File: src/rtl/per_source_flood_detector_core_macros.svh
// assertion macros for the per-source flood detector
`ifndef PER_SOURCE_FLOOD_DETECTOR_CORE_MACROS_SVH
`define PER_SOURCE_FLOOD_DETECTOR_CORE_MACROS_SVH

`ifndef SYNTHESIS
// same-cycle implication on clk, off while arst_n is low
`define PSFD_ASSERT_IMP(lbl, ante, cons) \
	lbl: assert property (@(posedge clk) disable iff (!arst_n) (ante) |-> (cons)) \
		else $error("psfd assertion failed");
// next-cycle implication on clk, off while arst_n is low
`define PSFD_ASSERT_NXT(lbl, ante, cons) \
	lbl: assert property (@(posedge clk) disable iff (!arst_n) (ante) |=> (cons)) \
		else $error("psfd assertion failed");
`else
`define PSFD_ASSERT_IMP(lbl, ante, cons)
`define PSFD_ASSERT_NXT(lbl, ante, cons)
`endif

`endif

File: src/rtl/psfd_ram.sv
// generic single-write single-read ram with registered read data
module psfd_ram #(
	parameter int WIDTH = 8,
	parameter int DEPTH = 16,
	localparam int AW = (DEPTH > 1) ? $clog2(DEPTH) : 1
) (
	input  logic             clk,
	input  logic             wr_en,
	input  logic [AW-1:0]    wr_addr,
	input  logic [WIDTH-1:0] wr_data,
	input  logic             rd_en,
	input  logic [AW-1:0]    rd_addr,
	output logic [WIDTH-1:0] rd_data
);

	logic [WIDTH-1:0] mem [DEPTH];

	// write port
	always_ff @(posedge clk) begin
		if (wr_en) begin
			mem[wr_addr] <= wr_data;
		end
	end

	// registered read port
	always_ff @(posedge clk) begin
		if (rd_en) begin
			rd_data <= mem[rd_addr];
		end
	end

endmodule

File: config.mk
export PLATFORM = sky130hd
export DESIGN_NAME = psfd_ram
export DESIGN_NICKNAME = d
export VERILOG_FILES = /design/src/rtl/per_source_flood_detector_core_macros.svh /design/src/rtl/psfd_ram.sv
export SDC_FILE = /design/constraint.sdc
export NUM_CORES = 1
export LEC_CHECK = 0
export ABC_AREA = 1
export BUFFER_PORTS_ARGS = -buffer_cell sky130_fd_sc_hd__buf_2
export CORE_MARGIN = 3
export CORE_UTILIZATION = 60
export CTS_BUF_LIST = sky130_fd_sc_hd__clkbuf_8
export CTS_CLUSTER_SIZE = 25
export DETAILED_ROUTE_END_ITERATION = 10
export GPL_TIMING_DRIVEN = 0
export PLACE_DENSITY = 0.76
export SLEW_MARGIN = 5
export SYNTH_ARGS = -nofsm -noshare
export SYNTH_HDL_FRONTEND = slang
export SYNTH_SLANG_ARGS = --single-unit
File: constraint.sdc
create_clock -name clk -period 3 [get_ports clk]
set_input_delay 0.3 -clock clk [delete_from_list [all_inputs] [get_ports clk]]
set_output_delay 0.3 -clock clk [all_outputs]
set_load 0.01 [all_outputs]
==> summary.txt, run 1 <==
Worst setup path
  – Worst Path Max Fanout: 8
  – CP arrival: 1410 ps
  – Worst-path cell chain: buf_2 -> nand3b_1 -> nor2_1
  – Critical path's slowest cell: nor2_1
  – Element type at the critical path end: flip-flop
  – Slowest Stage Delay on Critical Path: 730 ps
  – Critical path class: in -> reg
  – Flop2flop setup slack: 1820 ps
  – Startpoint Class: input port
  – Req. time, crit path: 3060 ps

Power
  – P_sw: 0.9217 mW
  – Clk pwr share: 37.4%
  – Switch share: 23.78%
  – Comb pwr share: 7.2%
  – Leakage power: 2.807 nW
  – Max VDD drop: 0.0003688 V
  – Internal: 2.955 mW
  – Overall power: 3.876 mW
  – Sequential share of power: 55.4%
  – Pwr dens: 595.2 mW/mm2

Outcome
  – Status: completed

Route
  – Wire length on met1: 5327 um
  – DR WL met3: 1594 um
  – Pre-antenna DRT Iters: 7
  – Residual DRC count: 0
  – Drt total wl: 13270 um
  – First DRT Iteration DRCs: 518
  – WL met2: 5920 um
  – WL per Instance: 18.05 um
  – Remaining antenna violation count: 0
  – Uppermost layer routed: met4
  – Vias/cell: 5.429
  – Via count: 3990

Place
  – Placer Congestion: 0.8358
  – Detail Placement HPWL: 8875 um
  – Port-buffer cells: 23

Clock network
  – CTS Buffer Depth: 2
  – Clk root buf: clkbuf_8
  – Hold buffers post-CTS: 0
  – CTS buffer count: 17
  – Clock transition at the registers of the reported paths: 70 ps
  – CTS tree: yes
  – Clock sink total: 136
  – Clk Latency, worst-skew pair: 430 ps
  – # H-tree levels: 4
  – Post_cts resized: 0
  – Post-CTS setup buffer count: 0

Global routing
  – Largest net degree at the start of global routing: 17
  – First-pass GRT wire length: 20420 um
  – Grt ovf: 0
  – Initial antenna violation count: 0
  – All-Layer GR Usage: 25.47%
  – Number of global-route vias before repair: 3672

Logic synthesis
  – Syn_area_per_cell: 10.61 um2
  – Unique masters post-synth: 11
  – Net Count, Synth: 570
  – #FFs+latches synth: 136
  – YS warnings: 0
  – Post-Synthesis Cells: 551
  – Synthesized area: 0.005847 mm2
  – Post-synthesis sequential area ratio: 69.85%

STA
  – Setup TNS: 0 ps
  – FMAX: 742.1 MHz
  – Max-slew violation count: 0
  – RSZ-0062 raised after global routing: false
  – Final Cycle Share: 44.92%
  – Clock Skew: 8.005 ps
  – Worst Tran Pin Value: 897.3 ps
  – Worst hold margin: 184.5 ps
  – Setup violators final: 0
  – Max_slew headroom: 39.96%
  – Hold Fails Final Rpt: 0
  – Fin crit period: 1348 ps

Floorplan
  – Die W: 104.7 um
  – Site row count: 35
  – Die H: 104.7 um
  – Die ar.: 0.01097 mm2
  – Initial core utilization: 62.39%
  – # IOs: 27
  – Core Footprint: 0.009371 mm2

Flow run
  – Max_cap viols: 0

Final layout
  – Most frequent cells in the layout: nand2_1 (173), edfxtp_1 (136), inv_1 (100), nand3_1 (97), buf_2 (36)
  – Final #Nets: 612
  – Commonest non-fill, non-tap cell in the layout: nand2_1
  – Antenna Diode Count: 0
  – Final design utilization: 69.49%
  – Fillers: 724
  – Layout cells sized above 1: 13.04%
  – Synth-to-Final Area Change: 11.38%

Min path
  – Hold Crit Class: in -> reg
cells by family (layout without fill, tap and decap cells):
| logic type | Yosys count | after routing | synth area share [%] |
|---|---|---|---|
| and+or+nand+nor | 289 | 289 | 20.76 |
| DFF | 136 | 136 | 69.85 |
| buffers and inverters | 126 | 181 | 9.394 |
registers in the layout, summed over array words and instances, names as in the netlist:
signal,flops
mem,128
rd_data,8
path summary, 6_finish.rpt:
path / from / end / cells past startpoint
max: wr_addr[3] / mem[5][7] / 3
min: rd_en / rd_data[1] / 1
max reg2reg: mem[3][3] / rd_data[3] / 6
min reg2reg: mem[5][6] / rd_data[6] / 6
final cells by class:
class | count | area [um2] | area share [%]
clock buffer | 17 | 234.0 | 3.593
multi-input combinational | 289 | 1214 | 18.64
timing repair buffer | 23 | 115.1 | 1.768
clock inverter | 15 | 155.1 | 2.382
buffer | 24 | 166.4 | 2.555
sequential | 136 | 4084 | 62.71
inverter | 102 | 382.9 | 5.879
tap | 129 | 161.4 | 2.478
worst max-delay path: cells and delay by family:
family        cells  cell delay, ps
buf+inv           1             120
simple gates      2             980
cells in the mapped netlist, drive strengths merged:
| master | count | area [um2] |
|---|---|---|
| edfxtp | 136 | 4084 |
| nand2 | 173 | 649.4 |
| nand3 | 97 | 485.5 |
| nand3b | 2 | 15.01 |
| buf | 24 | 166.4 |
| nor2 | 17 | 63.81 |
| inv | 102 | 382.9 |
power groups by stage:
stage                     combinational [mW]  sequential, mW  clock (mW)
after detailed placement               0.271            2.19           0
final                                  0.277            2.15        1.45
after floorplan                        0.150            2.19           0
after global placement                 0.263            2.19           0
after CTS                              0.273            2.15        1.45
after global routing                   0.302            2.15        1.55
stage by stage:
| stage | area [um2] | std cells | setup slack [ps] |
|---|---|---|---|
| after global routing | 6513 | 735 | 1617 |
| after global placement | 6123 | 703 | 1262 |
| final | 6513 | 735 | 1652 |
| after detailed placement | 6123 | 703 | 1237 |
| after floorplan | 5847 | 551 | 1749 |
| after CTS | 6513 | 735 | 1700 |
per-layer routing:
layer / GRT usage [%] / vias up
met3: 8.153 / 40
met1: 36.11 / 1841
met5: 0 / -
met2: 36.62 / 247
met4: 10.87 / 0
li1: - / 1862
(Power assumes the default switching activity.)
==> inputs of run 2 (changes only) <==
ABC_AREA = 0   (was 1)
clock period = 1.25 ns   (was 3 ns; I/O delays follow)
==> run 2 against run 1 <==
The flow now finishes with violations (setup timing). Global-route usage down 3.7 points. Utilization rose by 1.9 points. Clock power rose to 2.6 times the previous value. Register-to-register slack worse by 2000 ps. Clock skew increased by 2.0 ps. Critical path type is now reg -> reg.
==> summary.txt, run 2 <==
Final layout
  – Most frequent cells in the layout: edfxtp_1 (136), mux4_2 (32), buf_2 (28), clkbuf_8 (17), nor2_1 (10)
  – Max reg flops: 128 (unchanged)
  – Top Registers: mem: 128 flops, rd_data: 8 flops
  – Final #Nets: 292 (-52%)
  – Layout cells sized above 1: 38.60% (+26 points)
  – Largest Register: mem
  – Synth-to-Final Area Change: 13.91%
  – Antenna Diode Count: 0 (unchanged)
  – Commonest non-fill, non-tap cell in the layout: edfxtp_1

Route
  – Uppermost layer routed: met4
  – WL per Instance: 24.91 um (+38%)
  – Vias/cell: 6.328 (+17%)
  – Remaining antenna violation count: 0 (unchanged)
  – WL met2: 4776 um (-19%)
  – Residual DRC count: 0 (unchanged)
  – Drt total wl: 9716 um (-27%)
  – Pre-antenna DRT Iters: 4 (-3)
  – First DRT Iteration DRCs: 305 (-41%)
  – DR WL met3: 615 um (-61%)
  – Via count: 2468 (-38%)
  – Wire length on met1: 4185 um (-21%)

Clock network
  – Clock sink total: 136 (unchanged)
  – Clock transition at the registers of the reported paths: 80 ps (about the same)
  – Clk Latency, worst-skew pair: 420 ps (about the same)
  – CTS tree: yes
  – CTS Buffer Depth: 2 (unchanged)
  – Clk root buf: clkbuf_8
  – # H-tree levels: 4 (unchanged)
  – Hold buffers post-CTS: 0 (unchanged)
  – CTS buffer count: 17 (unchanged)
  – Post-CTS setup buffer count: 0 (unchanged)

Global routing
  – Number of global-route vias before repair: 2499 (-32%)
  – Largest net degree at the start of global routing: 17 (unchanged)
  – First-pass GRT wire length: 14860 um (-27%)
  – Grt ovf: 0 (unchanged)
  – All-Layer GR Usage: 21.79% (-3.7 points)
  – Initial antenna violation count: 0 (unchanged)

Min path
  – Hold Crit Class: in -> reg
  – Hold depth: 1 (unchanged)

Worst setup path
  – Element type at the critical path end: flip-flop
  – Startpoint Class: flip-flop
  – Critical path class: reg -> reg
  – Worst Reg-to-Reg Cells: 3 (-3)
  – Worst Path Max Fanout: 1 (-7)
  – CP arrival: 1590 ps (+180 ps)
  – Req. time, crit path: 1420 ps (-1640 ps)

Power
  – Pwr dens: 1580 mW/mm2 (+170%)
  – Leakage power: 1.920 nW (-32%)
  – Overall power: 9.409 mW (+140%)
  – Max VDD drop: 0.0007775 V (+110%)

Logic synthesis
  – YS warnings: 0 (unchanged)
  – Yosys top cell area share: 78.12% (+8.3 points)
  – Unique masters post-synth: 18 (+7)
  – Post-synthesis sequential area ratio: 78.12% (+8.3 points)
  – Top cells by area, synth: edfxtp_1 (78%), mux4_2 (7.8%), mux4_1 (7.0%), a22oi_1 (2.3%), nor2_1 (0.93%)
  – Predominant post-synthesis flop cell: edfxtp_1
  – Top-count cell post-synth: edfxtp_1
  – Synth async-reset ratio: 0% (unchanged)
  – #FFs+latches synth: 136 (unchanged)
  – Synthesized area: 0.005228 mm2 (-11%)
  – Commonest cells post-synth: edfxtp_1 (136), mux4_2 (18), a22oi_1 (16), mux4_1 (14), nor2_1 (13)
  – Syn_area_per_cell: 22.83 um2 (+120%)
  – Net Count, Synth: 248 (-56%)
  – Post-Synthesis Cells: 229 (-58%)
  – Dominant cell type by area after synthesis: edfxtp_1
  – Number of flops mapped to enable cells by yosys: 136 (unchanged)

STA
  – Post-route setup slack: -176.5 ps (-1829 ps)
  – Max-slew violation count: 0 (unchanged)
  – Final Cycle Share: 114.1%
  – Setup TNS: -1277 ps (-1277 ps)
  – Setup violators final: 8 (+8)
  – Fin crit period: 1426 ps
  – Worst hold margin: 48.81 ps (-135.7 ps)
  – Worst Tran Pin Value: 813.0 ps (-84.32 ps)
  – RSZ-0062 raised after global routing: true
  – Clock Skew: 9.966 ps (+1.961 ps)
  – Hold Fails Final Rpt: 0 (unchanged)
  – FMAX: 701.0 MHz
  – Max_slew headroom: 45.60% (+5.6 points)

Place
  – Placer Congestion: 0.7311 (-13%)
  – Port-buffer cells: 25 (+8.7%)
  – Detail Placement HPWL: 6117 um (-31%)

Floorplan
  – Initial core utilization: 62.68% (+0.29 points)
  – Die H: 99.34 um (-5.1%)
  – Die ar.: 0.009868 mm2 (-10%)
  – Die W: 99.34 um (-5.1%)
  – Core Footprint: 0.008341 mm2 (-11%)
  – # IOs: 27 (unchanged)
  – Site row count: 33 (-5.7%)

Outcome
  – Status: complete, but fails checks
  – Failing checks: setup timing

Flow run
  – Max_cap viols: 0 (unchanged)
run 2: cell types whose count changed in the layout (fill, tap and decap cells not counted), moves of 4 or more:
| cell | before | now |
|---|---|---|
| nand2_1 | 173 | 9 |
| inv_1 | 100 | 1 |
| nand3_1 | 97 | 1 |
| mux4_2 | 0 | 32 |
| a22oi_1 | 0 | 9 |
| buf_2 | 36 | 28 |
| a22oi_2 | 0 | 7 |
| nor2_1 | 17 | 10 |
| buf_6 | 6 | 0 |
| buf_4 | 4 | 0 |
run 2: final cells by class:
type | count | area, um2
plain buffers | 10 | 120.1
clock buffers | 17 | 234.0
clock inverters | 14 | 183.9
fillers | 512 | 2386
multi-input cells | 83 | 1076
flip-flops and latches | 136 | 4084
well taps | 105 | 131.4
repair buffers | 25 | 125.1
run 2: critical path, stage by stage, from the launching register on:
cell,delay [ps]
edfxtp_1,370
mux4_2,480
a22oi_2,230
nand2_1,100
run 2: timing repair:
item | CTS | global route
endpoints found under the setup margin | 16 | 8
pin swaps | 3 | 0
gates resized for setup | 12 | 0
run 2: metrics by stage:
stage	area [um2]	setup slack (ps)	cells	utilization [%]
2_1_floorplan	5255	-93.98	229	-
3_3_place_gp	5512	-455.8	359	66.08
3_5_place_dp	5512	-538.6	359	66.08
4_1_cts	5954	-181.8	390	71.39
5_1_grt	5954	-229.3	390	71.39
6_report	5954	-176.5	390	71.39
run 2: per-layer routing:
layer | vias to the layer above | global-route usage [%]
li1 | 1058 | -
met1 | 1290 | 32.14
met2 | 108 | 31.82
met3 | 12 | 6.171
met4 | 0 | 8.298
met5 | - | 0
run 2: worst paths after layout:
| path | slack (ps) | end | startpoint |
|---|---|---|---|
| setup / recovery | -180 | rd_data[0] | mem[3][0] |
| setup reg to reg | -180 | rd_data[0] | mem[3][0] |
| hold reg to reg | 770 | rd_data[7] | mem[10][7] |
| hold / removal | 50 | rd_data[5] | rd_en |
run 2: where the power goes:
group | switching, mW | leakage [nW] | total (mW) | internal (mW)
sequential | 0.0244 | 1.24 | 5.16 | 5.13
combinational | 0.310 | 0.483 | 0.535 | 0.225
clock | 1.58 | 0.200 | 3.72 | 2.14
total | 1.91 | 1.92 | 9.41 | 7.50
run 2: cells by family after synthesis:
family	after synthesis	share of synthesized area [%]
AOI/OAI and AO/OA	16	2.298
buffers and inverters	10	1.651
DFF	136	78.12
muxes	32	14.79
and+or+nand+nor	35	3.136
==> inputs of run 3 (changes only) <==
CORE_MARGIN = unset   (was 3)
CTS_CLUSTER_DIAMETER = 30   (was unset)
SETUP_SLACK_MARGIN = 0.4   (was unset)
==> run 3 against run 2 <==
The run still ends with setup timing left. Final area is 5.6% higher. Critical endpoint is now rd_data[3]. Largest power group unchanged. Die area is 7.9% lower. Sequential share of layout area is 3.6 points lower. Register-to-register slack hardly changed. Clock power hardly changed. Combinational power is 9.0% higher.
==> summary.txt, run 3 (synthesis results as in run 2) <==
Outcome
  – Status: complete, but fails checks
  – Failing checks: setup timing

Worst setup path
  – CP bufs+invs: 0 (unchanged)
  – Req. time, crit path: 1420 ps (about the same)
  – CP startpoint: mem[11][3]
  – Critical R2R Launch: mem[11][3]
  – Worst-path cell chain: mux4_2 -> a22oi_2 -> nand2_1
  – Worst Path Max Fanout: 1 (unchanged)
  – Largest delay share family, worst path: multiplexers
  – Slowest Stage Delay on Critical Path: 500 ps (+20 ps)
  – Startpoint Class: flip-flop
  – Critical path class: reg -> reg
  – Flop2flop setup slack: -160 ps (about the same)
  – CP arrival: 1580 ps (about the same)
  – Element type at the critical path end: flip-flop
  – Critical path's slowest cell: mux4_2

Route
  – Pre-antenna DRT Iters: 4 (unchanged)
  – Via count: 2476 (+0.32%)
  – Residual DRC count: 0 (unchanged)
  – Remaining antenna violation count: 0 (unchanged)
  – Vias/cell: 6.175 (-2.4%)
  – First DRT Iteration DRCs: 252 (-17%)
  – Drt total wl: 9609 um (-1.1%)
  – WL per Instance: 23.96 um (-3.8%)

Final layout
  – Fillers: 457 (-11%)
  – Multi-input logic area: 0.001202 mm2 (+12%)
  – Top Registers: mem: 128 flops, rd_data: 8 flops
  – Synth-to-Final Area Change: 20.30%
  – Commonest non-fill, non-tap cell in the layout: edfxtp_1
  – Max reg flops: 128 (unchanged)
  – Antenna Diode Count: 0 (unchanged)
  – Most frequent cells in the layout: edfxtp_1 (136), mux4_2 (32), buf_2 (23), clkbuf_8 (17), nor2_4 (12)
  – Final #Nets: 303 (+3.8%)
  – Sequential Area: 0.004084 mm2 (unchanged)
  – Layout cells sized above 1: 44.93% (+6.3 points)
  – Final design utilization: 75.40% (+4.0 points)
  – Largest Register: mem

Floorplan
  – Die H: 95.34 um (-4.0%)
  – Initial core utilization: 62.68% (unchanged)
  – Die ar.: 0.009090 mm2 (-7.9%)
  – Die W: 95.34 um (-4.0%)
  – Core Footprint: 0.008341 mm2 (unchanged)
  – # IOs: 27 (unchanged)
  – Site row count: 33 (unchanged)

Clock network
  – Clock transition at the registers of the reported paths: 70 ps (about the same)
  – Clk Latency, worst-skew pair: 420 ps (about the same)
  – Hold buffers post-CTS: 0 (unchanged)
  – Clk root buf: clkbuf_8
  – CTS tree: yes
  – Clock sink total: 136 (unchanged)
  – CTS Buffer Depth: 2 (unchanged)
  – CTS buffer count: 17 (unchanged)
  – # H-tree levels: 4 (unchanged)

Global routing
  – Number of global-route vias before repair: 2474 (-1.0%)
  – Grt ovf: 0 (unchanged)
  – All-Layer GR Usage: 24.03% (+2.2 points)
  – Initial antenna violation count: 0 (unchanged)
  – Largest net degree at the start of global routing: 17 (unchanged)
  – First-pass GRT wire length: 14210 um (-4.4%)

Power
  – Clk pwr share: 39.5% (about the same)
  – Switch share: 20.61% (+0.31 points)
  – Internal: 7.536 mW (+0.49%)
  – Sequential share of power: 54.3% (-0.5 points)
  – Pwr dens: 1509 mW/mm2 (-4.5%)
  – Max VDD drop: 0.0009723 V (+25%)
  – Leakage power: 2.032 nW (+5.9%)
  – Overall power: 9.492 mW (+0.87%)
  – P_sw: 1.956 mW (+2.4%)
  – Comb pwr share: 6.1% (+0.4 points)

Min path
  – Hold Crit Class: in -> reg
  – Hold Startpoint: rd_en

STA
  – FMAX: 706.8 MHz (+0.82%)
  – Clock Skew: 10.69 ps (+0.7206 ps)
  – Setup violators final: 8 (unchanged)
  – Post-route setup slack: -164.9 ps (+11.54 ps)
  – Max-slew violation count: 0 (unchanged)
  – Worst Tran Pin Value: 862.4 ps (+49.36 ps)
  – Max_slew headroom: 42.30% (-3.3 points)
  – Final Cycle Share: 113.2% (-0.92 points)
  – Hold Fails Final Rpt: 0 (unchanged)
  – Fin crit period: 1415 ps (-11.54 ps)
  – RSZ-0062 raised after global routing: true

Place
  – Detail Placement HPWL: 5881 um (-3.9%)
  – Port-buffer cells: 25 (unchanged)
  – Placer Congestion: 0.7497 (+2.5%)

Flow run
  – Max_cap viols: 0 (unchanged)
## run 3: cell types whose count changed in the layout (fill, tap and decap cells not counted), sizes merged
cell,delta
clkbuf,+2
clkinv,+1
clkinvlp,-1
buf,+9
## run 3: cell type report
cell class | instances | share of cell area [%]
sequential | 136 | 64.94
buffer | 10 | 1.910
multi-input combinational | 83 | 19.12
clock buffer | 17 | 3.721
clock inverter | 14 | 2.885
timing repair buffer | 36 | 5.332
tap | 105 | 2.089
## run 3: path summary, 6_finish.rpt
check / cells past startpoint / endpoint
max: 3 / rd_data[3]
min: 1 / rd_data[4]
max reg2reg: 3 / rd_data[3]
min reg2reg: 3 / rd_data[7]
## run 3: per-layer routing
layer	share of wire, %	track usage, %	up-vias
li1	-	-	1078
met1	39	32.52	1270
met2	51	36.07	113
met3	7.7	7.974	15
met4	1.9	10.61	0
met5	0	0	-
## run 3: metrics by stage
| step | setup WS (ps) | cells | area (um2) | setup TNS [ps] | hold slack [ps] |
|---|---|---|---|---|---|
| after floorplan | -75.40 | 229 | 5380 | -656.9 | 223.9 |
| after global placement | -370.1 | 359 | 5637 | -17070 | 490.2 |
| after detailed placement | -386.3 | 359 | 5637 | -18850 | 490.0 |
| after CTS | -163.2 | 399 | 6240 | -1093 | 42.31 |
| after global routing | -222.5 | 401 | 6289 | -1353 | 41.62 |
| final | -164.9 | 401 | 6289 | -1034 | 63.05 |
## run 3: timing repair
action,4_1_cts,5_1_grt
resized for setup,13,3
pin swaps,12,3
buffers inserted,9,2
endpoints found under the setup margin,118,46
## run 3: power by group through the flow
stage | registers [mW] | logic, mW | clock network (mW)
6_report | 5.16 | 0.583 | 3.75
5_1_grt | 5.16 | 0.622 | 4.01
4_1_cts | 5.16 | 0.579 | 3.79
3_5_place_dp | 5.26 | 0.539 | 0
3_3_place_gp | 5.25 | 0.527 | 0
2_1_floorplan | 5.26 | 0.316 | 0
